<file path="config.mk">
export PLATFORM = sky130hd
export DESIGN_NAME = eis_front
export DESIGN_NICKNAME = d
export VERILOG_FILES = /design/src/rtl/core/eis_front.sv
export SDC_FILE = /design/constraint.sdc
export NUM_CORES = 1
export LEC_CHECK = 0
export ABC_AREA = 1
export BUFFER_PORTS_ARGS = -buffer_cell sky130_fd_sc_hd__clkbuf_2
export CAP_MARGIN = 15
export CORE_UTILIZATION = 55
export CTS_CLUSTER_DIAMETER = 150
export DETAILED_ROUTE_END_ITERATION = 16
export GPL_ROUTABILITY_DRIVEN = 0
export PLACE_DENSITY = 0.83
export SLEW_MARGIN = 20
export SYNTH_ARGS = -nofsm -noshare
export SYNTH_HDL_FRONTEND = slang
export SYNTH_SLANG_ARGS = --single-unit
export TNS_END_PERCENT = 10
</file>
<file path="constraint.sdc">
create_clock -name clk_i -period 6.3 [get_ports clk_i]
set_clock_uncertainty 0.2 [all_clocks]
set_input_delay 0.63 -clock clk_i [delete_from_list [all_inputs] [get_ports clk_i]]
set_output_delay 0.63 -clock clk_i [all_outputs]
set_load 0.01 [all_outputs]
</file>
<file path="src/rtl/core/eis_front.sv">
// eis_front: two-entry transaction queue in front of the compute engine.
// Depends on nothing.
module eis_front #(
  parameter int unsigned W = 65
) (
  input  logic         clk_i,
  input  logic         rst_ni,
  input  logic         s_valid_i,
  output logic         s_ready_o,
  input  logic [W-1:0] s_data_i,
  input  logic         pop_i,
  output logic         avail_o,
  output logic [W-1:0] data_o
);

  logic [W-1:0] mem_q [2];
  logic         wr_ptr_q, rd_ptr_q;
  logic [1:0]   cnt_q;
  logic         push, pop;

  assign s_ready_o = (cnt_q != 2'd2);
  assign avail_o   = (cnt_q != 2'd0);
  assign push      = s_valid_i & s_ready_o;
  assign pop       = pop_i & avail_o;
  assign data_o    = mem_q[rd_ptr_q];

  always_ff @(posedge clk_i) begin
    if (push) begin
      mem_q[wr_ptr_q] <= s_data_i;
    end
  end

  always_ff @(posedge clk_i or negedge rst_ni) begin
    if (!rst_ni) begin
      wr_ptr_q <= 1'b0;
      rd_ptr_q <= 1'b0;
      cnt_q    <= 2'd0;
    end else begin
      if (push) wr_ptr_q <= ~wr_ptr_q;
      if (pop)  rd_ptr_q <= ~rd_ptr_q;
      if (push && !pop)      cnt_q <= cnt_q + 2'd1;
      else if (pop && !push) cnt_q <= cnt_q - 2'd1;
    end
  end

endmodule

</file>
Word-level counts from Yosys, hierarchy flattened

Memories as Yosys holds them, arrays and structs flattened.
Cells that the tools add are included.

$add $sub $neg: 2
$mul: 0
Divide/modulo/power cells: 0
Magnitude comparators: 0
Equal/unequal tests: 1
Shift operators: 0
Multiplexer cells: 4
Bitwise logic cells: 4
Reductions and logical operators: 6

Operator list:

| cell                | count |
|---|---|
| $mux 2              | 2 |
| $reduce_bool 2->1   | 2 |
| $add 2x1->2 const B | 1 |
| $and 1x1->1         | 2 |
| $logic_and 1x1->1   | 2 |
| $logic_not 1->1     | 2 |
| $mux 1              | 2 |
| $ne 2x2->1 const B  | 1 |
| $not 1->1           | 2 |
| $sub 2x1->2 const B | 1 |

Register bits: 4
Bits in latches: 0
Memory bits (writable): 130
ROM bits: 0
Input port bits: 69
Output and inout bits: 67
Word-level logic and storage cells: 21
Memories kept: 1

Memory list:

| memory | words | width | rd ports | clocked after memory_dff | write ports | line | RTL |
|---|---|---|---|---|---|---|---|
| mem_q  | 2     | 65    | 1        | 0                        | 1           | 16   | `logic [W-1:0] mem_q [2];` |

Longest topological paths before layout

Gate-level depths: netlist of the first run.

Depth after elaboration: 6
Mapped depth: 10

Worst setup path before layout of the first run

Ideal clock, no wire load.

Kind: input to register
Start: input port s_valid_i
End: memory mem_q[0][0] (enable)
Arrival time: 3.457 ns
Slack: 2.154 ns
Cell stages on the path: 2
Path buffers: 0
Cells stage by stage: nand2_1 > nor2_1

Cells in the longest elaborated chain, start to end: 3

RTL lines:

| element                      | line | RTL |
|---|---|---|
| from (decl)                  | 8    | `input logic s_valid_i,` |
| $and 1x1->1                  | 23   | `assign push = s_valid_i & s_ready_o;` |
| $mux 1                       | 28   | `if (push) begin` |
| $mux 1 (not written as such) | 29   | `mem_q[wr_ptr_q] <= s_data_i;` |
| to (decl)                    | 16   |  |

No other way between the ends.

Final worst setup path of the first run

Start: register rd_ptr_q
End: output port data_o[50]

Cells in the longest elaborated chain, start to end: 1

RTL lines:

| element                | line | RTL |
|---|---|---|
| from (decl)            | 17   | `logic wr_ptr_q, rd_ptr_q;` |
| from (signal assigned) | 40   | `if (pop) rd_ptr_q <= ~rd_ptr_q;` |
| $mem_v2 2x65           | --   |  |
| to (decl)              | 13   | `output logic [W-1:0] data_o` |

No other way between the ends.

==> run_results.csv, run 1 <==
group,metric,value,unit
placement,port_buffers,135,
cells_and_area,antenna_cells,0,
grt,grt_overflow_total,0,
power_and_ir_drop,sw_frac_of_total,0.3282,
power_and_ir_drop,combPwrFrac,0.292,
cells_and_area,multi_input_area,838.3,µm²
cells_and_area,n_fill_cell,588,
routing,route.vias.total,3115,
die,die_w,96.74,µm
routing,drt-pass1-iter-count,4,
die,die_y,96.74,µm
critical_path,slowest_stage,"clkinv_2",
cells_and_area,final_util,0.7185,
clock_tree,clockBufferDepth,2,
power_and_ir_drop,p_switching,1.011,mW
sta,grt_setup_unrepaired,"false",
min_path,hold_class,"in2reg",
grt,grt_max_degree,67,
power_and_ir_drop,internal_power,2.070,mW
cells_and_area,drive_gt1_frac,0.3238,
clock_tree,clk_latency,0.50,ns
critical_path,cp.required,5.47,ns
clock_tree,clk_pin_slew,0.06,ns
power_and_ir_drop,clockPowerShare,0.294,
power_and_ir_drop,p_per_area,491.6,nW/µm²
cells_and_area,area_growth,26.95,%
grt,gr-usage-all-layers,0.2030,
sta,slew_headroom,0.3836,
grt,grt_pass1_vias,3062,
yosys,yosys.area.top_type,"edfxtp_1",
die,dieArea,9358,µm²
sta,finalCriticalPeriod,2.985,ns
sta,hold_viol,0,
sta,max_slew.worst_pin.slew,0.9235,ns
cells_and_area,final_cell_count_no_fill,633,
sta,drv_slew,0,
sta,max_freq,335.0,MHz
routing,wl_per_cell,14.47,µm
critical_path,crit_arrival,2.16,ns
critical_path,slowest_delay,0.70,ns
die,initial_utilization,0.5660,
yosys,yosys-top-cells-area,"edfxtp_1, nand2_1, dfrtp_1, buf_2, buf_4",
critical_path,path_class,"reg2out",
routing,drtIter0Drc,200,
clock_tree,htree_levels,4,
clock_tree,clock_sinks,134,
die,fp-row-count,34,
yosys,ys_seq_area_frac,0.8112,
yosys,ys_seq_elements,134,
cells_and_area,mostFrequentLayoutCells,"nand2_1, clkbuf_2, edfxtp_1",
routing,wirelength,9.162,mm
cells_and_area,final_common_cell,"nand2_1",
critical_path,cp-end-kind,"output port",
routing,final_antenna_net_count,0,
yosys,synth.avg_cell_area,13.41,µm²
cells_and_area,fin_nets,582,
sta,setup_viol,0,
routing,drc_errors,0,
clock_tree,root_buffer,"clkbuf_8",
status,status,"finished, final reports clean",
yosys,synth_cells,368,
clock_tree,cts_buffers,17,
die,io_pins,136,
yosys,synth_area,4936,µm²
yosys,synth_top_area_frac,0.7909,
critical_path,cp-start-kind,"flip-flop",
critical_path,crit_fanout,66,
cells_and_area,layout.area.seq,4005,µm²
critical_path,crit_top_cell,"nand2_1",
yosys,synth.distinct_cells,13,
grt,grt_pass1_wl,14.27,mm
power_and_ir_drop,ir_drop,0.0002802,V
routing,viasPerCell,4.921,
power_and_ir_drop,seqPwrFrac,0.414,
sta,final.setup.tns,0,ns
job,cap_violations,0,
grt,grt_antenna_before_repair,0,
yosys,syn_nets,438,
critical_path,path_cells,"clkinv_2 -> nand2_1 -> nand2_1 -> clkbuf_2",
power_and_ir_drop,leakagePower,2.757,nW
clock_tree,tritoncts,"built",
placement,dpl.hpwl,5.436,mm
die,core-area,8721,µm²
sta,fin_crit_sh,0.4739,
placement,dp_cells,600,
yosys,ys_warn_count,0,
## per-stage QoR
step | instance area (µm²) | hold slack [ns] | power, mW | setup slack, ns
after floorplan | 4936 | 0.1344 | 1.856 | 2.154
after global placement | 5703 | 0.2444 | 2.172 | 3.815
after detailed placement | 5703 | 0.2459 | 2.201 | 3.789
after CTS | 6265 | 0.08869 | 3.118 | 3.210
after global routing | 6266 | 0.08076 | 3.252 | 3.127
final | 6266 | 0.1152 | 3.081 | 3.315
## worst max-delay path: cells and delay by family (launching register included)
kind	cells	cell delay [ns]
buf+inv	2	0.84
simple gates	2	0.44
flops	1	0.37
## state kept, by name, indices dropped and copies added (netlist names)
register,count
cnt_q,2
mem_q,130
rd_ptr_q,1
wr_ptr_q,1
## layer usage
layer | vias to the layer above | global-route usage | part of all wire
met5 | - | 0 | 0
li1 | 1527 | - | -
met1 | 1444 | 0.2355 | 0.40
met3 | 22 | 0.08671 | 0.069
met4 | 0 | 0.08611 | 0.024
met2 | 122 | 0.3315 | 0.51
## area by class of cell
type                       instances  share of cell area
multi-input combinational        213              0.1338
sequential                       134              0.6392
tap                              108             0.02157
timing repair buffer             139              0.1130
clock inverter                    14             0.02137
clock buffer                      18             0.06669
inverter                           7            0.004393
## final timing paths
check	start	to	slack [ns]	cells after the start
setup / recovery	rd_ptr_q	data_o[50]	3.31	4
min in group asynchronous	rst_ni	cnt_q[1]	0.28	2
setup reg to reg	cnt_q[0]	mem_q[1][61]	3.96	5
max in group asynchronous	rst_ni	rd_ptr_q	5.48	2
hold / removal	s_data_i[47]	mem_q[1][47]	0.12	1
hold reg to reg	cnt_q[0]	cnt_q[0]	0.31	1
## power groups by stage
stage               Clock (mW)  Sequential, mW  Combinational (mW)
global placement             0            1.28               0.891
floorplan                    0            1.30               0.561
detailed placement           0            1.29               0.909
finish                   0.905            1.28               0.901
CTS                      0.923            1.28               0.919
global route             0.957            1.29                1.00
## timing repair
item / 4_1_cts / 5_1_grt
setup buffers: 0 / 0
hold endpoints to repair: 4 / 0
gates resized for setup: 0 / 0
hold buffers: 1 / 0
## cells in the mapped netlist (all sizes together)
master,count
nand2,205
edfxtp,130
xnor2,1
nand4,1
ha,1
nand3,2
buf,14
nor2,2
inv,7
xor2,1
dfrtp,4
## cell families after synthesis
family                     after synthesis  synth area share
xor gates and xnor gates                 2          0.003549
and+or+nand+nor                        210            0.1607
DFF                                    134            0.8112
adders and majority gates                1          0.002534
buffers and inverters                   21           0.02205
No activity file was read; power rests on OpenSTA's default activity.
==> inputs of run 2 (changes only) <==
--- a/config.mk
+++ b/config.mk
@@ -8,11 +8,11 @@
 export ABC_AREA = 1
 export BUFFER_PORTS_ARGS = -buffer_cell sky130_fd_sc_hd__clkbuf_2
 export CAP_MARGIN = 15
-export CORE_UTILIZATION = 55
+export CORE_UTILIZATION = 47
 export CTS_CLUSTER_DIAMETER = 150
 export DETAILED_ROUTE_END_ITERATION = 16
 export GPL_ROUTABILITY_DRIVEN = 0
-export PLACE_DENSITY = 0.83
+export PLACE_DENSITY = 0.76
 export SLEW_MARGIN = 20
 export SYNTH_ARGS = -nofsm -noshare
 export SYNTH_HDL_FRONTEND = slang
==> constraint.sdc (replaced) <==
create_clock -name clk_i -period 2.6 [get_ports clk_i]
set_clock_uncertainty 0.2 [all_clocks]
set_input_delay 0.26 -clock clk_i [delete_from_list [all_inputs] [get_ports clk_i]]
set_output_delay 0.26 -clock clk_i [all_outputs]
set_load 0.01 [all_outputs]
==> run 2 against run 1 <==
Register-to-register slack worse by 3.3 ns. Worst hold slack better by 0.16 ns. Largest power group unchanged. Critical endpoint is now data_o[34]. Sequential power is 140% higher. Non-clock buffer count is 72 higher. Critical path depth is 1 higher. Clock-buffer cell count is 1 lower. Critical path type unchanged. Combinational power grew to 2.6 times the previous value.
==> run_results.csv, run 2 (synthesized netlist as in run 1, its figures left out) <==
group,metric,value,unit
min_path,hp-start,"s_data_i[32]",
power_and_ir_drop,p_per_area,1095,nW/µm²
routing,drtIter0Drc,202,
sta,max_slew.worst_pin.slew,0.6684,ns
critical_path,cp.required,2.14,ns
sta,final.setup.tns,0,ns
critical_path,path_cells,"inv_2 -> buf_4 -> nand2_1 -> nand2_1 -> clkbuf_2",
cells_and_area,regMostFlops,"mem_q",
critical_path,crit_family,"buffers and inverters",
critical_path,ff2ff_path_depth,5,
cells_and_area,mostFrequentLayoutCells,"nand2_1, clkbuf_2, edfxtp_1",
placement,place_ws,0.6887,ns
min_path,holdPathEnd,"mem_q[1][32]",
grt,grt_overflow_total,0,
critical_path,crit_top_cell,"nand2_1",
sta,grt_setup_unrepaired,"false",
critical_path,crit_arrival,1.84,ns
sta,setup_ws,0.3039,ns
critical_path,cp-end-kind,"output port",
routing,final_antenna_net_count,0,
die,dieArea,10920,µm²
critical_path,reg2reg_from,"cnt_q[0]",
routing,viasPerCell,4.628,
cells_and_area,final_common_cell,"nand2_1",
die,fp-row-count,37,
die,core-area,10230,µm²
routing,drc_errors,0,
die,initial_utilization,0.4825,
sta,finalCriticalPeriod,2.296,ns
cells_and_area,area_growth,43.42,%
grt,grt_max_degree,67,
critical_path,path_class,"reg2out",
clock_tree,root_buffer,"clkbuf_8",
cells_and_area,largest_reg_flops,130,
clock_tree,cts_buffers,17,
die,die_y,104.5,µm
critical_path,slowest_stage,"dfrtp_2",
clock_tree,clock_sinks,134,
sta,max_freq,435.5,MHz
placement,dpl.hpwl,5.701,mm
grt,grt_pass1_vias,3494,
cells_and_area,top_regs,"mem_q x130, cnt_q x2",
sta,setup_viol,0,
critical_path,slowest_delay,0.40,ns
grt,gr-usage-all-layers,0.1925,
critical_path,worst_r2r_endpoint,"mem_q[1][25]",
cells_and_area,fin_nets,654,
critical_path,cp-start-kind,"flip-flop",
clock_tree,clk_pin_slew,0.06,ns
grt,grt_pass1_wl,15.85,mm
critical_path,crit_fanout,23,
power_and_ir_drop,ir_drop,0.0007407,V
grt,grt_antenna_before_repair,0,
critical_path,reg2reg_slack,0.66,ns
die,die_w,104.5,µm
routing,wl_per_cell,13.50,µm
power_and_ir_drop,leakagePower,3.099,nW
power_and_ir_drop,power,7.754,mW
routing,route.vias.total,3392,
sta,hold_ws,0.2756,ns
routing,drt-pass1-iter-count,4,
sta,fin_crit_sh,0.8831,
min_path,whs_path_depth,2,
min_path,hold_class,"in2reg",
die,io_pins,136,
clock_tree,clockBufferDepth,2,
routing,wirelength,9.896,mm
placement,port_buffers,135,
sta,drv_slew,0,
sta,hold_viol,0,
clock_tree,tritoncts,"built",
sta,slew_headroom,0.5544,
clock_tree,clk_latency,0.51,ns
critical_path,critPathBufInv,3,
cells_and_area,drive_gt1_frac,0.2965,
clock_tree,htree_levels,4,
cells_and_area,antenna_cells,0,
status,status,"finished, final reports clean",
job,cap_violations,0,
## run 2: changes by cell type in the layout (fill, tap and decap cells not counted), moves of 2 or more
cell,delta
clkinv_1,-2
clkinv_2,-2
clkinvlp_4,-3
buf_12,+2
buf_4,+2
clkinv_4,+7
dlygate4sd3_1,+68
## run 2: routing by layer
| metal | up-vias | routed length [µm] | GRT usage | share of wire |
|---|---|---|---|---|
| met5 | - | 0 | 0 | 0 |
| met4 | 0 | 185 | 0.09184 | 0.019 |
| met3 | 17 | 456 | 0.04449 | 0.046 |
| met2 | 107 | 5251 | 0.3538 | 0.53 |
| met1 | 1590 | 4002 | 0.2073 | 0.40 |
| li1 | 1678 | - | - | - |
## run 2: stage by stage
stage          cells  instance area (µm²)  utilization
2_1_floorplan    368                 4941            -
3_3_place_gp     632                 5793       0.5662
3_5_place_dp     632                 5793       0.5662
4_1_cts          733                 7079       0.6919
5_1_grt          733                 7079       0.6919
6_report         733                 7079       0.6919
## run 2: layout make-up
type / instances / area, µm²
clock inverter: 15 / 181.4
multi-input combinational: 213 / 838.3
timing repair buffer: 211 / 1444
tap: 136 / 170.2
inverter: 7 / 26.28
clock buffer: 17 / 414.1
fill: 724 / 3152
sequential: 134 / 4005
## run 2: worst reg2reg max path: stages (launching register included)
cell and delay, ns:
dfrtp_1 0.38, inv_1 0.08, nand2_1 0.08, nand2_1 0.18, nor2_4 0.14, buf_4 0.47
## run 2: worst max-delay path by stage
| stage | to | start | slack, ns | cells after the start |
|---|---|---|---|---|
| finish | data_o[34] | rd_ptr_q | 0.30 | 5 |
| global route | data_o[28] | rd_ptr_q | 0.19 | 4 |
| CTS | data_o[30] | rd_ptr_q | 0.27 | 5 |
| detailed placement | mem_q[1][30] | cnt_q[0] | 0.69 | 5 |
| global placement | mem_q[1][32] | cnt_q[0] | 0.74 | 5 |
| floorplan | mem_q[0][0] | cnt_q[0] | -0.41 | 4 |
## run 2: what timing repair did
action	in CTS	in global routing
setup buffers	0	0
resized for setup	0	0
hold endpoints to repair	137	0
hold buffers	69	0
## run 2: where the power goes
group / switching [mW] / total (mW) / internal [mW]
registers: 0.123 / 3.08 / 2.95
clock network: 0.869 / 2.33 / 1.46
logic: 1.52 / 2.34 / 0.822
total: 2.51 / 7.75 / 5.24
