**src/rtl/core/eis_pkg.sv**
```systemverilog
// eis_pkg: shared constants, config bundle and sequencer state codes
// for the epipolar inlier scorer. No dependencies.
package eis_pkg;

  localparam int unsigned COORD_FRAC = 4;
  localparam int unsigned DIST_W     = 32;
  localparam int unsigned SCORE_W    = 40;
  localparam int unsigned ROW_W      = 60;
  localparam int unsigned CFG_IDX_W  = 3;

  localparam logic [CFG_IDX_W-1:0] CFG_F_ROW0   = 3'd0;
  localparam logic [CFG_IDX_W-1:0] CFG_F_ROW1   = 3'd1;
  localparam logic [CFG_IDX_W-1:0] CFG_F_ROW2   = 3'd2;
  localparam logic [CFG_IDX_W-1:0] CFG_CHI_THR  = 3'd3;
  localparam logic [CFG_IDX_W-1:0] CFG_SCORE_OFF = 3'd4;
  localparam logic [CFG_IDX_W-1:0] CFG_INV_SIGMA = 3'd5;

  localparam logic [DIST_W-1:0]  DIST_MAX  = '1;
  localparam logic [SCORE_W-1:0] SCORE_MAX = '1;
  localparam logic [DIST_W-1:0]  THR_RESET = 32'd6554;
  localparam logic [DIST_W-1:0]  OFF_RESET = 32'd98304;
  localparam logic [DIST_W-1:0]  INV_RESET = 32'd65536;

  typedef struct packed {
    logic [2:0][ROW_W-1:0] f_row;
    logic [DIST_W-1:0]     chi_threshold;
    logic [DIST_W-1:0]     score_offset;
    logic [DIST_W-1:0]     inv_sigma_sq;
  } cfg_t;

  typedef enum logic [10:0] {
    ST_IDLE   = 11'b000_0000_0001,
    ST_LINE   = 11'b000_0000_0010,
    ST_DEN_A  = 11'b000_0000_0100,
    ST_DEN_B  = 11'b000_0000_1000,
    ST_NUM    = 11'b000_0001_0000,
    ST_SQ     = 11'b000_0010_0000,
    ST_SCALE  = 11'b000_0100_0000,
    ST_DIV    = 11'b000_1000_0000,
    ST_SCORE2 = 11'b001_0000_0000,
    ST_SCORE1 = 11'b010_0000_0000,
    ST_OUT    = 11'b100_0000_0000
  } back_state_e;

endpackage

```
**src/rtl/core/eis_sermul.sv**
```systemverilog
// eis_sermul: shift-add unsigned multiplier, one multiplier bit per cycle,
// with optional accumulate onto the previous product. No dependencies.
module eis_sermul #(
  parameter int unsigned XW = 112,
  parameter int unsigned YW = 56,
  parameter int unsigned PW = 144
) (
  input  logic          clk_i,
  input  logic          rst_ni,
  input  logic          start_i,
  input  logic          acc_i,
  input  logic [XW-1:0] x_i,
  input  logic [YW-1:0] y_i,
  output logic          done_o,
  output logic [PW-1:0] prod_o
);

  logic          busy_q;
  logic [PW-1:0] x_q, p_q;
  logic [YW-1:0] y_q;
  logic          y_zero;

  assign y_zero = (y_q == '0);
  assign done_o = busy_q & y_zero;
  assign prod_o = p_q;

  always_ff @(posedge clk_i or negedge rst_ni) begin
    if (!rst_ni) begin
      busy_q <= 1'b0;
    end else if (start_i) begin
      busy_q <= 1'b1;
    end else if (busy_q && y_zero) begin
      busy_q <= 1'b0;
    end
  end

  always_ff @(posedge clk_i) begin
    if (start_i) begin
      x_q <= PW'(x_i);
      y_q <= y_i;
      p_q <= acc_i ? p_q : '0;
    end else if (busy_q && !y_zero) begin
      if (y_q[0]) p_q <= p_q + x_q;
      x_q <= x_q << 1;
      y_q <= y_q >> 1;
    end
  end

endmodule

```
**src/rtl/core/eis_div.sv**
```systemverilog
// eis_div: restoring divider giving a saturated 32-bit Q16.16 quotient of
// num / (den << 2*COORD_FRAC). Depends on eis_pkg.
module eis_div #(
  parameter int unsigned NW = 144,
  parameter int unsigned DW = 77
) (
  input  logic                      clk_i,
  input  logic                      rst_ni,
  input  logic                      start_i,
  input  logic [NW-1:0]             num_i,
  input  logic [DW-1:0]             den_i,
  output logic                      done_o,
  output logic [eis_pkg::DIST_W-1:0] quo_o
);

  localparam int unsigned TW = NW + 1;
  localparam logic [5:0]  CHECK = 6'd32;
  localparam logic [5:0]  TOP   = 6'd31;

  logic                       busy_q, done_q;
  logic [5:0]                 cnt_q;
  logic [TW-1:0]              rem_q, dsh_q;
  logic [eis_pkg::DIST_W-1:0] quo_q;
  logic                       ge, ge_top, checking;

  assign ge       = (rem_q >= dsh_q);
  assign ge_top   = (rem_q >= (dsh_q << 1));
  assign checking = (cnt_q == CHECK);
  assign done_o   = done_q;
  assign quo_o    = quo_q;

  always_ff @(posedge clk_i or negedge rst_ni) begin
    if (!rst_ni) begin
      busy_q <= 1'b0;
      done_q <= 1'b0;
      cnt_q  <= CHECK;
    end else begin
      done_q <= 1'b0;
      if (start_i) begin
        busy_q <= 1'b1;
        cnt_q  <= CHECK;
      end else if (busy_q) begin
        if (checking) begin
          if (ge_top) begin
            busy_q <= 1'b0;
            done_q <= 1'b1;
          end else begin
            cnt_q <= TOP;
          end
        end else if (cnt_q == 6'd0) begin
          busy_q <= 1'b0;
          done_q <= 1'b1;
        end else begin
          cnt_q <= cnt_q - 6'd1;
        end
      end
    end
  end

  always_ff @(posedge clk_i) begin
    if (start_i) begin
      rem_q <= TW'(num_i);
      dsh_q <= TW'(den_i) << (2 * eis_pkg::COORD_FRAC + 31);
    end else if (busy_q) begin
      if (checking) begin
        if (ge_top) quo_q <= eis_pkg::DIST_MAX;
      end else begin
        if (ge) rem_q <= rem_q - dsh_q;
        quo_q <= {quo_q[eis_pkg::DIST_W-2:0], ge};
        dsh_q <= dsh_q >> 1;
      end
    end
  end

endmodule

```
**src/rtl/core/eis_back.sv**
```systemverilog
// eis_back: sequencer that forms both epipolar lines, the two scaled
// distances and the running score. Depends on eis_pkg, eis_sermul, eis_div.
module eis_back #(
  parameter int unsigned CW = 16,
  parameter int unsigned FW = 20
) (
  input  logic                        clk_i,
  input  logic                        rst_ni,
  input  eis_pkg::cfg_t               cfg_i,
  input  logic                        avail_i,
  input  logic [4*CW:0]               item_i,
  output logic                        pop_o,
  output logic                        m_valid_o,
  input  logic                        m_ready_i,
  output logic                        inlier_o,
  output logic [eis_pkg::DIST_W-1:0]  dist_second_o,
  output logic [eis_pkg::DIST_W-1:0]  dist_first_o,
  output logic [eis_pkg::SCORE_W-1:0] score_o,
  output logic                        last_o
);

  localparam int unsigned LW   = FW + CW + 2;   // line coefficient, signed
  localparam int unsigned NW   = LW + CW + 2;   // numerator, signed
  localparam int unsigned XW   = 2 * NW;
  localparam int unsigned PW   = 2 * NW + 32;
  localparam int unsigned DENW = 2 * LW + 1;
  localparam logic signed [CW:0] ONE = (CW+1)'(1 << eis_pkg::COORD_FRAC);

  eis_pkg::back_state_e st_q, st_d;

  logic [4*CW:0]                item_q;
  logic [2:0]                   j_q;
  logic [1:0]                   t_q;
  logic                         side_q, run_q;
  logic signed [LW-1:0]         line_q [6];
  logic signed [NW-1:0]         mac_acc_q;
  logic [DENW-1:0]              den_q;
  logic [eis_pkg::DIST_W-1:0]   dist_q [2];
  logic [1:0]                   ok_q, pass_q;
  logic [eis_pkg::SCORE_W-1:0]  score_q;
  logic                         out_valid_q;

  logic [CW-1:0] u1, v1, u2, v2;
  logic          item_last;
  assign u1        = item_q[CW-1:0];
  assign v1        = item_q[2*CW-1:CW];
  assign u2        = item_q[3*CW-1:2*CW];
  assign v2        = item_q[4*CW-1:3*CW];
  assign item_last = item_q[4*CW];

  // coefficient fetch for the line phase
  logic [1:0]           row, col;
  logic signed [FW-1:0] coef;
  always_comb begin
    if (j_q < 3'd3) begin
      row = j_q[1:0];
      col = t_q;
    end else begin
      row = t_q;
      col = 2'(j_q - 3'd3);
    end
  end
  assign coef = cfg_i.f_row[row][col*FW +: FW];

  // single line-store read port
  logic [2:0]           rd_idx;
  logic signed [LW-1:0] line_rd;
  logic [LW-1:0]        line_mag;
  always_comb begin
    unique case (st_q)
      eis_pkg::ST_DEN_A: rd_idx = side_q ? 3'd3 : 3'd0;
      eis_pkg::ST_DEN_B: rd_idx = side_q ? 3'd4 : 3'd1;
      default:           rd_idx = 3'((side_q ? 3'd3 : 3'd0) + {1'b0, t_q});
    endcase
  end
  assign line_rd  = line_q[rd_idx];
  assign line_mag = line_rd[LW-1] ? LW'(-line_rd) : LW'(line_rd);

  // multiply-accumulate
  logic signed [LW-1:0]   mac_x;
  logic signed [CW:0]     mac_y;
  logic signed [LW+CW:0]  mac_p;
  logic signed [NW-1:0]   mac_pe, mac_sum;
  logic [CW-1:0]          pt_x, pt_y, ln_x, ln_y;
  assign pt_x = side_q ? u1 : u2;
  assign pt_y = side_q ? v1 : v2;
  assign ln_x = (j_q < 3'd3) ? u1 : u2;
  assign ln_y = (j_q < 3'd3) ? v1 : v2;
  always_comb begin
    if (st_q == eis_pkg::ST_LINE) begin
      mac_x = LW'(coef);
      case (t_q)
        2'd0:    mac_y = $signed({1'b0, ln_x});
        2'd1:    mac_y = $signed({1'b0, ln_y});
        default: mac_y = ONE;
      endcase
    end else begin
      mac_x = line_rd;
      case (t_q)
        2'd0:    mac_y = $signed({1'b0, pt_x});
        2'd1:    mac_y = $signed({1'b0, pt_y});
        default: mac_y = ONE;
      endcase
    end
  end
  assign mac_p   = mac_x * mac_y;
  assign mac_pe  = NW'(mac_p);
  assign mac_sum = ((t_q == 2'd0) ? NW'(0) : mac_acc_q) + mac_pe;

  logic [NW-1:0] num_mag;
  assign num_mag = mac_acc_q[NW-1] ? NW'(-mac_acc_q) : NW'(mac_acc_q);

  // shared multiplier and divider
  logic                       mul_start, mul_acc, mul_done, div_start, div_done;
  logic [XW-1:0]              mul_x;
  logic [NW-1:0]              mul_y;
  logic [PW-1:0]              prod;
  logic [eis_pkg::DIST_W-1:0] quo;

  always_comb begin
    mul_acc = 1'b0;
    mul_x   = XW'(line_mag);
    mul_y   = NW'(line_mag);
    case (st_q)
      eis_pkg::ST_DEN_B: mul_acc = 1'b1;
      eis_pkg::ST_SQ: begin
        mul_x = XW'(num_mag);
        mul_y = num_mag;
      end
      eis_pkg::ST_SCALE: begin
        mul_x = prod[XW-1:0];
        mul_y = NW'(cfg_i.inv_sigma_sq);
      end
      default: ;
    endcase
  end
  assign mul_start = !run_q && (st_q == eis_pkg::ST_DEN_A || st_q == eis_pkg::ST_DEN_B ||
                                st_q == eis_pkg::ST_SQ || st_q == eis_pkg::ST_SCALE);
  assign div_start = !run_q && (st_q == eis_pkg::ST_DIV);

  eis_sermul #(.XW(XW), .YW(NW), .PW(PW)) u_mul (
    .clk_i, .rst_ni,
    .start_i(mul_start), .acc_i(mul_acc), .x_i(mul_x), .y_i(mul_y),
    .done_o(mul_done), .prod_o(prod)
  );

  eis_div #(.NW(PW), .DW(DENW)) u_div (
    .clk_i, .rst_ni,
    .start_i(div_start), .num_i(prod), .den_i(den_q),
    .done_o(div_done), .quo_o(quo)
  );

  // score step for the side picked by state
  logic                       sc_side, sc_pass;
  logic [eis_pkg::DIST_W-1:0] sc_dist, sc_add;
  logic [eis_pkg::SCORE_W:0]  sc_sum;
  assign sc_side = (st_q == eis_pkg::ST_SCORE1);
  assign sc_dist = dist_q[sc_side];
  assign sc_pass = ok_q[sc_side] && (sc_dist <= cfg_i.chi_threshold);
  assign sc_add  = (sc_pass && cfg_i.score_offset > sc_dist) ?
                   cfg_i.score_offset - sc_dist : '0;
  assign sc_sum  = {1'b0, score_q} + (eis_pkg::SCORE_W+1)'(sc_add);

  logic out_load, den_zero;
  assign out_load = (st_q == eis_pkg::ST_OUT) && (!out_valid_q || m_ready_i);
  assign den_zero = (prod[DENW-1:0] == '0);
  assign pop_o    = (st_q == eis_pkg::ST_IDLE) && avail_i;

  always_comb begin
    st_d = st_q;
    unique case (st_q)
      eis_pkg::ST_IDLE:   if (avail_i) st_d = eis_pkg::ST_LINE;
      eis_pkg::ST_LINE:   if (t_q == 2'd2 && j_q == 3'd5) st_d = eis_pkg::ST_DEN_A;
      eis_pkg::ST_DEN_A:  if (run_q && mul_done) st_d = eis_pkg::ST_DEN_B;
      eis_pkg::ST_DEN_B: begin
        if (run_q && mul_done) begin
          if (!den_zero)   st_d = eis_pkg::ST_NUM;
          else if (side_q) st_d = eis_pkg::ST_SCORE2;
          else             st_d = eis_pkg::ST_DEN_A;
        end
      end
      eis_pkg::ST_NUM:    if (t_q == 2'd2) st_d = eis_pkg::ST_SQ;
      eis_pkg::ST_SQ:     if (run_q && mul_done) st_d = eis_pkg::ST_SCALE;
      eis_pkg::ST_SCALE:  if (run_q && mul_done) st_d = eis_pkg::ST_DIV;
      eis_pkg::ST_DIV: begin
        if (run_q && div_done) st_d = side_q ? eis_pkg::ST_SCORE2 : eis_pkg::ST_DEN_A;
      end
      eis_pkg::ST_SCORE2: st_d = eis_pkg::ST_SCORE1;
      eis_pkg::ST_SCORE1: st_d = eis_pkg::ST_OUT;
      eis_pkg::ST_OUT:    if (out_load) st_d = eis_pkg::ST_IDLE;
      default:            st_d = eis_pkg::ST_IDLE;
    endcase
  end

  always_ff @(posedge clk_i or negedge rst_ni) begin
    if (!rst_ni) begin
      st_q        <= eis_pkg::ST_IDLE;
      j_q         <= 3'd0;
      t_q         <= 2'd0;
      side_q      <= 1'b0;
      run_q       <= 1'b0;
      score_q     <= '0;
      out_valid_q <= 1'b0;
    end else begin
      st_q <= st_d;
      if (mul_start || div_start) run_q <= 1'b1;
      else if (st_d != st_q)      run_q <= 1'b0;
      unique case (st_q) inside
        eis_pkg::ST_IDLE: begin
          j_q    <= 3'd0;
          t_q    <= 2'd0;
          side_q <= 1'b0;
        end
        eis_pkg::ST_LINE: begin
          if (t_q == 2'd2) begin
            t_q <= 2'd0;
            j_q <= j_q + 3'd1;
          end else begin
            t_q <= t_q + 2'd1;
          end
        end
        eis_pkg::ST_DEN_B: begin
          if (run_q && mul_done && den_zero) side_q <= 1'b1;
        end
        eis_pkg::ST_NUM:   t_q <= (t_q == 2'd2) ? 2'd0 : t_q + 2'd1;
        eis_pkg::ST_DIV:   if (run_q && div_done) side_q <= 1'b1;
        eis_pkg::ST_SCORE2, eis_pkg::ST_SCORE1: begin
          score_q <= sc_sum[eis_pkg::SCORE_W] ? eis_pkg::SCORE_MAX
                                              : sc_sum[eis_pkg::SCORE_W-1:0];
        end
        eis_pkg::ST_OUT: begin
          if (out_load && item_last) score_q <= '0;
        end
        default: ;
      endcase
      if (out_load)                      out_valid_q <= 1'b1;
      else if (m_ready_i && out_valid_q) out_valid_q <= 1'b0;
    end
  end

  // datapath registers
  always_ff @(posedge clk_i) begin
    if (pop_o) item_q <= item_i;
    if (st_q == eis_pkg::ST_LINE || st_q == eis_pkg::ST_NUM) mac_acc_q <= mac_sum;
    if (st_q == eis_pkg::ST_LINE && t_q == 2'd2) line_q[j_q] <= mac_sum[LW-1:0];
    if (st_q == eis_pkg::ST_DEN_B && run_q && mul_done) begin
      den_q        <= prod[DENW-1:0];
      ok_q[side_q] <= !den_zero;
      if (den_zero) dist_q[side_q] <= eis_pkg::DIST_MAX;
    end
    if (st_q == eis_pkg::ST_DIV && run_q && div_done) dist_q[side_q] <= quo;
    if (st_q == eis_pkg::ST_SCORE2 || st_q == eis_pkg::ST_SCORE1) pass_q[sc_side] <= sc_pass;
    if (out_load) begin
      inlier_o      <= pass_q[0] & pass_q[1];
      dist_second_o <= dist_q[0];
      dist_first_o  <= dist_q[1];
      score_o       <= score_q;
      last_o        <= item_last;
    end
  end

  assign m_valid_o = out_valid_q;

`ifndef ASSERT_OFF
  a_score_clear: assert property (@(posedge clk_i) disable iff (!rst_ni)
    (out_load && item_last) |=> (score_q == '0))
    else $error("score not cleared after last transaction");
  a_den_exit: assert property (@(posedge clk_i) disable iff (!rst_ni)
    (st_q == eis_pkg::ST_DEN_B && run_q && mul_done) |=>
      (st_q == eis_pkg::ST_NUM || st_q == eis_pkg::ST_DEN_A || st_q == eis_pkg::ST_SCORE2))
    else $error("bad exit from line norm step");
  a_both_sides: assert property (@(posedge clk_i) disable iff (!rst_ni)
    (st_q == eis_pkg::ST_SCORE2) |-> side_q)
    else $error("scoring before second side finished");
`endif

endmodule

```
**config.mk**
```make
export PLATFORM = sky130hd
export DESIGN_NAME = eis_back
export DESIGN_NICKNAME = d
export VERILOG_FILES = /design/src/rtl/core/eis_pkg.sv /design/src/rtl/core/eis_sermul.sv /design/src/rtl/core/eis_div.sv /design/src/rtl/core/eis_back.sv
export SDC_FILE = /design/constraint.sdc
export NUM_CORES = 2
export LEC_CHECK = 0
export BUFFER_PORTS_ARGS = -buffer_cell sky130_fd_sc_hd__buf_2
export CORE_MARGIN = 4
export CORE_UTILIZATION = 44
export CTS_CLUSTER_SIZE = 40
export DETAILED_ROUTE_END_ITERATION = 8
export GPL_TIMING_DRIVEN = 0
export RECOVER_POWER = 50
export SLEW_MARGIN = 20
export SYNTH_ARGS = -nofsm -noshare
export SYNTH_HDL_FRONTEND = slang
export SYNTH_HIERARCHICAL = 1
export SYNTH_SLANG_ARGS = --single-unit
```
**constraint.sdc**
```tcl
create_clock -name clk_i -period 29.7 [get_ports clk_i]
set_input_delay 0 -clock clk_i [delete_from_list [all_inputs] [get_ports clk_i]]
set_output_delay 0 -clock clk_i [all_outputs]
set_load 0.005 [all_outputs]
```
== Yosys cells after proc, flatten, opt, wreduce, memory -nomap -nowiden ==
Memory sizes are Yosys's and may differ from the RTL's. A register that Yosys moved wholly into a read port is not among the register bits.
Cells that the tools add are included.

* Add/sub/neg operators: 12
* Multipliers: 2
* $lt $le $gt $ge: 10
* Eq/ne operators: 25
* Shift operators: 1
* Mux-type cells: 98
* Bitwise gates (word level): 5
* Reductions and logical operators: 59

{| class="wikitable"
|+ Operators by type and width
! kind !! number
|-
| 2-to-1 mux 144 bit || 8
|-
| 2-to-1 mux 116 bit || 3
|-
| 2-to-1 mux 112 bit || 2
|-
| 2-to-1 mux 56 bit || 4
|-
| case mux 112 bit (2 select lines) || 1
|-
| >= comparator 145 x 116 -> 1 bit || 1
|-
| >= comparator 145 x 117 -> 1 bit || 1
|-
| subtractor 145 x 116 -> 145 bit || 1
|-
| adder 144 bit || 1
|-
| 2-to-1 mux 32 bit || 4
|-
| case mux 11 bit (11 select lines) || 1
|-
| binary-select mux 60 bit (select 2 bit) || 1
|-
| case mux 56 bit (2 select lines) || 1
|-
| 2-to-1 mux 11 bit || 9
|-
| 2-to-1 mux 16 bit || 5
|-
| 2-to-1 mux 40 bit || 2
|-
| case mux 40 bit (2 select lines) || 1
|-
| logical NOT 77 bit || 1
|-
| 2-to-1 mux 38 bit || 2
|-
| case mux 16 bit (2 select lines) || 2
|-
| 2-to-1 mux 60 bit || 1
|-
| variable part select 60 x 8 -> 20 bit || 1
|-
| adder 56 x 55 -> 56 bit || 1
|-
| logical NOT 56 bit || 1
|-
| 60 further kinds || 157
|}

* Flip-flop bits (word level): 949
* Bits in writable memories: 292
* Input bits: 345
* Output and inout bits: 108
* Memories kept: 2

{| class="wikitable"
|+ Memories
! memory !! words !! bits a word !! rd ports !! clocked after Yosys merged registers in !! wr ports !! line !! text
|-
| line_q || 6 || 38 || 1 || 0 || 1 || eis_back.sv:35 || <nowiki>logic signed [LW-1:0] line_q [6];</nowiki>
|-
| dist_q || 2 || 32 || 3 || 2 || 1 || eis_back.sv:38 || <nowiki>logic [eis_pkg::DIST_W-1:0] dist_q [2];</nowiki>
|}

== Longest topological paths before layout ==
* Depth after elaboration: 9
* Mapped depth: 40
* Mapped depth without buffers: 34

== Modules after synthesis ==
The synthesis kept the hierarchy.

{| class="wikitable"
|+ Modules (own cells, without submodules)
! module !! times used !! cells an instance !! area each (µm²)
|-
| eis_back || 1 || 5643 || 57572.7
|-
| eis_sermul || 1 || 2413 || 23394.9
|-
| eis_div || 1 || 2653 || 23337.4
|}

== Worst setup path before layout ==
Ideal clock, no wire load.

* Path kind: reg-to-reg
* Start: register st_q[3]
* End: register u_mul.p_q[0], in the netlist u_mul/prod_o[0] (enable)
* Arrival time: 10.222 ns
* Setup slack: 18.768 ns
* Cell stages (with the launch flop): 14
* Path buffers: 5
* Period minus slack after synthesis: 10.932 ns
* Cell sequence: dfrtp_1 > clkbuf_1 > nor2_1 > nand3b_1 > nor3_1 > nand2b_1 > a21oi_1 > a21oi_1 > nor2_1 > clkbuf_1 > clkbuf_1 > clkbuf_1 > buf_1 > mux2i_1

* Word-level cells in the longest chain between the ends: 7
* Elaborated cells on any way between the ends: 13
* Classes of those cells: eq/ne: 5; mux: 1; reduce/logical: 7

{| class="wikitable"
|+ Ends and longest elaborated chain
! item !! line !! text
|-
| from (decl) || eis_back.sv:29 || <nowiki>eis_pkg::back_state_e st_q, st_d;</nowiki>
|-
| from (signal assigned) || eis_back.sv:197 || <nowiki>st_q <= eis_pkg::ST_IDLE;</nowiki>
|-
| from (signal assigned) || eis_back.sv:205 || <nowiki>st_q <= st_d;</nowiki>
|-
| equality test 11 x 3 -> 1 bit or equality test 11 x 4 -> 1 bit (tied branches) || eis_back.sv:137 || <nowiki>assign mul_start = !run_q && (st_q == eis_pkg::ST_DEN_A || st_q == eis_pkg::ST_DEN_B ||</nowiki>
|-
| logical OR 1 bit (2 in a row) || eis_back.sv:137 ||
|-
| logical OR 1 bit (*) || eis_back.sv:138 || <nowiki>st_q == eis_pkg::ST_SQ || st_q == eis_pkg::ST_SCALE);</nowiki>
|-
| logical AND 1 bit (*) || eis_back.sv:137 ||
|-
| net mul_start || eis_back.sv:114 || <nowiki>logic mul_start, mul_acc, mul_done, div_start, div_done;</nowiki>
|-
| != test 2 bit (no line) or nonzero test 2 bit (tied branches) || n/a ||
|-
| AND reduction 3 bit (no line) (*) || n/a ||
|-
| to (signal assigned) || eis_sermul.sv:41 || <nowiki>p_q <= acc_i ? p_q : '0;</nowiki>
|-
| to (signal assigned) || eis_sermul.sv:43 || <nowiki>if (y_q[0]) p_q <= p_q + x_q;</nowiki>
|-
| to (decl) || eis_sermul.sv:19 || <nowiki>logic [PW-1:0] x_q, p_q;</nowiki>
|}

The timed path passes the listed nets; every way through them passes the cells marked *.
A chain may end at the register's enable or synchronous reset.

== Worst setup path in the final report ==
* Start: register t_q[1]
* End: register mac_acc_q[55] (data pin)

* Word-level cells in the longest chain between the ends: 7
* Elaborated cells on any way between the ends: 18
* Classes of those cells: add/sub: 2; mul: 2; eq/ne: 1; shift: 1; mux: 10; reduce/logical: 1; memory: 1

{| class="wikitable"
|+ Ends and longest elaborated chain
! item !! line !! text
|-
| from (decl) || eis_back.sv:33 || <nowiki>logic [1:0] t_q;</nowiki>
|-
| from (signal assigned) || eis_back.sv:219 || <nowiki>t_q <= t_q + 2'd1;</nowiki>
|-
| from (signal assigned) || eis_back.sv:225 || <nowiki>eis_pkg::ST_NUM: t_q <= (t_q == 2'd2) ? 2'd0 : t_q + 2'd1;</nowiki>
|-
| parallel branches: the longest is 6 deep, another holds multiplier 38 x 17 -> 55 bit || n/a ||
|-
| adder 56 x 55 -> 56 bit (*) || eis_back.sv:108 || <nowiki>assign mac_sum = ((t_q == 2'd0) ? NW'(0) : mac_acc_q) + mac_pe;</nowiki>
|-
| net mac_sum[55] || eis_back.sv:83 || <nowiki>logic signed [NW-1:0] mac_pe, mac_sum;</nowiki>
|-
| to (signal assigned) || eis_back.sv:244 || <nowiki>if (st_q == eis_pkg::ST_LINE || st_q == eis_pkg::ST_NUM) mac_acc_q <= mac_sum;</nowiki>
|-
| to (decl) || eis_back.sv:36 || <nowiki>logic signed [NW-1:0] mac_acc_q;</nowiki>
|}

Mark *: on every way through the listed nets, which the timed path passes. The select of a mux whose other input is x is not followed.

==> impl_metrics.ini <==
[route]
detailedRoute.firstIterationViolations = 9585
via_count = 88600
detailroute.wirelength.met3_microns = 36000
route.detailed.drc = 0
met2WireLength_microns = 177000
route.layer.met1.wl_microns = 167000
highest-signal-layer = met5
drt-pass1-iter-count = 6
drt-wirelength-per-cell_microns = 27.1
drt-vias-per-instance = 5.97
final_ant_viol_nets = 0
drt-total-wl_microns = 402000

[clock_tree]
cts-buffers-inserted = 155
clk_path_buf_depth = 3
cts_tree = done
clk_latency_ns = 0.86
clock_tree.root_cell = clkbuf_16
htree_num_levels = 4
sink_count = 1305
clkTransAtPathRegs_ns = 0.07

[timing]
fin_hold_ws_ns = 0.0919
finalSetupViolations = 0
period_share = 0.459
rsz_0062_raised_after_global_routing = false
final.setup_skew_ns = 0.0801
final_critical_path_setup_slack_ns = 16.06
period_needed_ns = 13.64
setup-tns-final_ns = 0
hold_violations = 0
max-slew-margin-rel = -1.54
drv_slew = 405
fmax_ghz = 0.0733
tightest_slew_ns = 3.81

[global_route]
global_route.usage.total = 0.320
global_route_wire_length_before_repair_microns = 583000
global_route.overflow_total = 0
grt_max_degree = 66
first_global_vias = 87300
initial_antenna_violation_count = 20

[setup_path]
worstPathRequired_ns = 30.24
endpoint_kind = register
timing.critical_path.to = mac_acc_q[55]
worstSetupStartpointType = register
worst-endpoint-arrival_ns = 14.18
critical_path.max_stage_delay_ns = 1.01
critPathMaxFanout = 10
crit_type = reg -> reg
critical_path_top_delay_cell = a21oi_1
rr_startpoint = t_q[1]
cell_occurring_most_often_along_the_worst_timing_path = fa_1
ff2ff_path_depth = 34
setup.reg_to_reg.worst_slack_ns = 16.06
worst_setup_path_startpoint = t_q[1]
worst_r2r_endpoint = mac_acc_q[55]

[yosys]
number_of_synthesized_flops_with_an_enable_pin = 1165
ys_async_rst_share = 0.0521
synth_cell_type_count = 125
postSynthAreaPerCell_sq_um = 9.74
dominantRegCellSynth = edfxtp_1
mappedNetlistArea_sq_um = 104000
ys.warnings.count = 6
ys_seq_area_frac = 0.366
syn-num-nets = 12300
netlist_instances = 10700
ys_seq_elements = 1305

[floorplanning]
die_area_sq_um = 245000
die-width_microns = 495
ioPinCount = 453
initial_utilization = 0.443
die_height_microns = 495
core_region_area_sq_um = 236000
placementRows = 178

[flow_run]
max-cap-violations = 14

[placement]
gp_routability_congestion = 1.03
place.detailed.hpwl_microns = 325000
dpl_worst_slack_ns = 16.03
place.detailed.instances = 14400
placement.io_buffers = 452

[final_layout]
drive_above_1_share = 0.0965
layoutNonFillerInstCount = 14800
regArea_sq_um = 38100
layout.filler_cells = 22100
design.final.nets = 13100
areaGrowthSynthToFinish_pct = 13.6
multi_input_comb_area_sq_um = 60200

[run_status]
run_status = complete, but fails checks
failed_checks = max-capacitance violations, max-slew violations

[worst_hold_path]
type_of_the_tightest_min_delay_check = in -> reg
hold_path_startpoint = cfg_i[87]
## cells in the final DEF (no fill, tap or decap), types with 118 or more instances in the layout
cell type         n
edfxtp_1       1165
nand2_1        1149
inv_1          1075
nor2_1          910
a21oi_1         718
fa_1            649
ha_1            609
clkbuf_1        550
o21ai_0         524
buf_2           430
a21o_1          275
xnor2_1         249
nand4_1         201
mux2_2          195
xor2_1          186
dlygate4sd3_1   168
clkbuf_16       155
nor3_1          125
nand3_1         118
## cell families (layout without fill, tap and decap cells)
group,after synthesis,count (layout),share of synthesized area
fa+ha+maj,1258,1258,0.198
xor+xnor,440,440,0.0369
simple gates,3200,3200,0.143
flops,1305,1305,0.366
compound gates,2547,2547,0.157
buf+inv,1601,2568,0.0592
other cells,0,9,0
mux,358,358,0.0409
## worst min path at each step
| stage | to | slack [ns] | cells past startpoint |
|---|---|---|---|
| after floorplan | j_q[0] | -0.30 | 0 |
| after global placement | item_q[55] | 0.18 | 1 |
| after detailed placement | score_q[11] | -0.02 | 1 |
| after CTS | score_q[0] | 0.08 | 7 |
| after global routing | pass_q[0] | 0.13 | 6 |
| final | pass_q[0] | 0.09 | 6 |
## Yosys cell counts (all sizes together) (91+ instances only)
cell type     n  area (sq um)
ha          609          7620
nor4        100           668
xnor2       253          2220
nand4       204          1300
o21bai       98           739
fa          649         13000
nor2b       113           707
edfxtp     1165         35000
nor2        913          3430
a21o        275          2060
xor2        187          1640
buf          91           509
nand2b      104           651
a31oi        97           643
mux2        202          2280
o21ai       607          3050
nand3       119           601
inv        1078          4050
nand2      1153          4340
a21oi       728          3680
and3        105           657
mux2i       128          1360
clkbuf      432          1620
nor3        130           677
## state kept, by name, indices dropped and copies added (netlist names), 2 cells and up
register	flops
u_div/cnt_q	6
u_div/dsh_q	116
dist_second_o	32
score_o	40
u_mul/x_q	144
line_q	228
u_div/quo_o	32
dist_q	64
st_q	11
u_div/rem_q	145
j_q	3
u_mul/prod_o	144
mac_acc_q	56
ok_q	2
dist_first_o	32
item_q	65
pass_q	2
t_q	2
u_mul/y_q	56
score_q	40
den_q	77
## per-stage QoR
stage	instance area [sq um]	util
2_1_floorplan	104000	-
3_3_place_gp	111000	0.469
3_5_place_dp	112000	0.474
4_1_cts	119000	0.505
5_1_grt	118000	0.503
6_report	119000	0.503
## cell type report
class / instances / area share
repair buffers: 680 / 0.0381
well taps: 3150 / 0.0333
multi-input cells: 7803 / 0.508
flip-flops and latches: 1305 / 0.322
plain buffers: 523 / 0.0180
clock buffers: 180 / 0.0337
diodes: 9 / 0.000190
inverters: 1078 / 0.0342
clock inverters: 107 / 0.0126
## per-layer routing
metal | track usage | vias up
met2 | 0.497 | 4354
met5 | 0 | -
met1 | 0.442 | 44100
met4 | 0.143 | 2
li1 | - | 39500
met3 | 0.0540 | 710
## what timing repair did
action                                 in CTS  in global routing
gates resized for setup                     0                  0
setup buffers                               0                  0
hold buffers                              169                  0
endpoints found under the hold margin     236                  0
## worst max-delay path, delay by kind of cell (launching register included)
family | cells | cell delay (ns)
AO/OA/AOI/OAI | 9 | 3.34
buffers and inverters | 10 | 3.57
adder cells (fa/ha/maj) | 8 | 4.07
flip-flops | 1 | 0.47
AND/OR/NAND/NOR | 6 | 1.50
multiplexers | 1 | 0.39
Power is not shown: default switching activity piles up to over one toggle a cycle in this logic, so the estimate is an artifact.
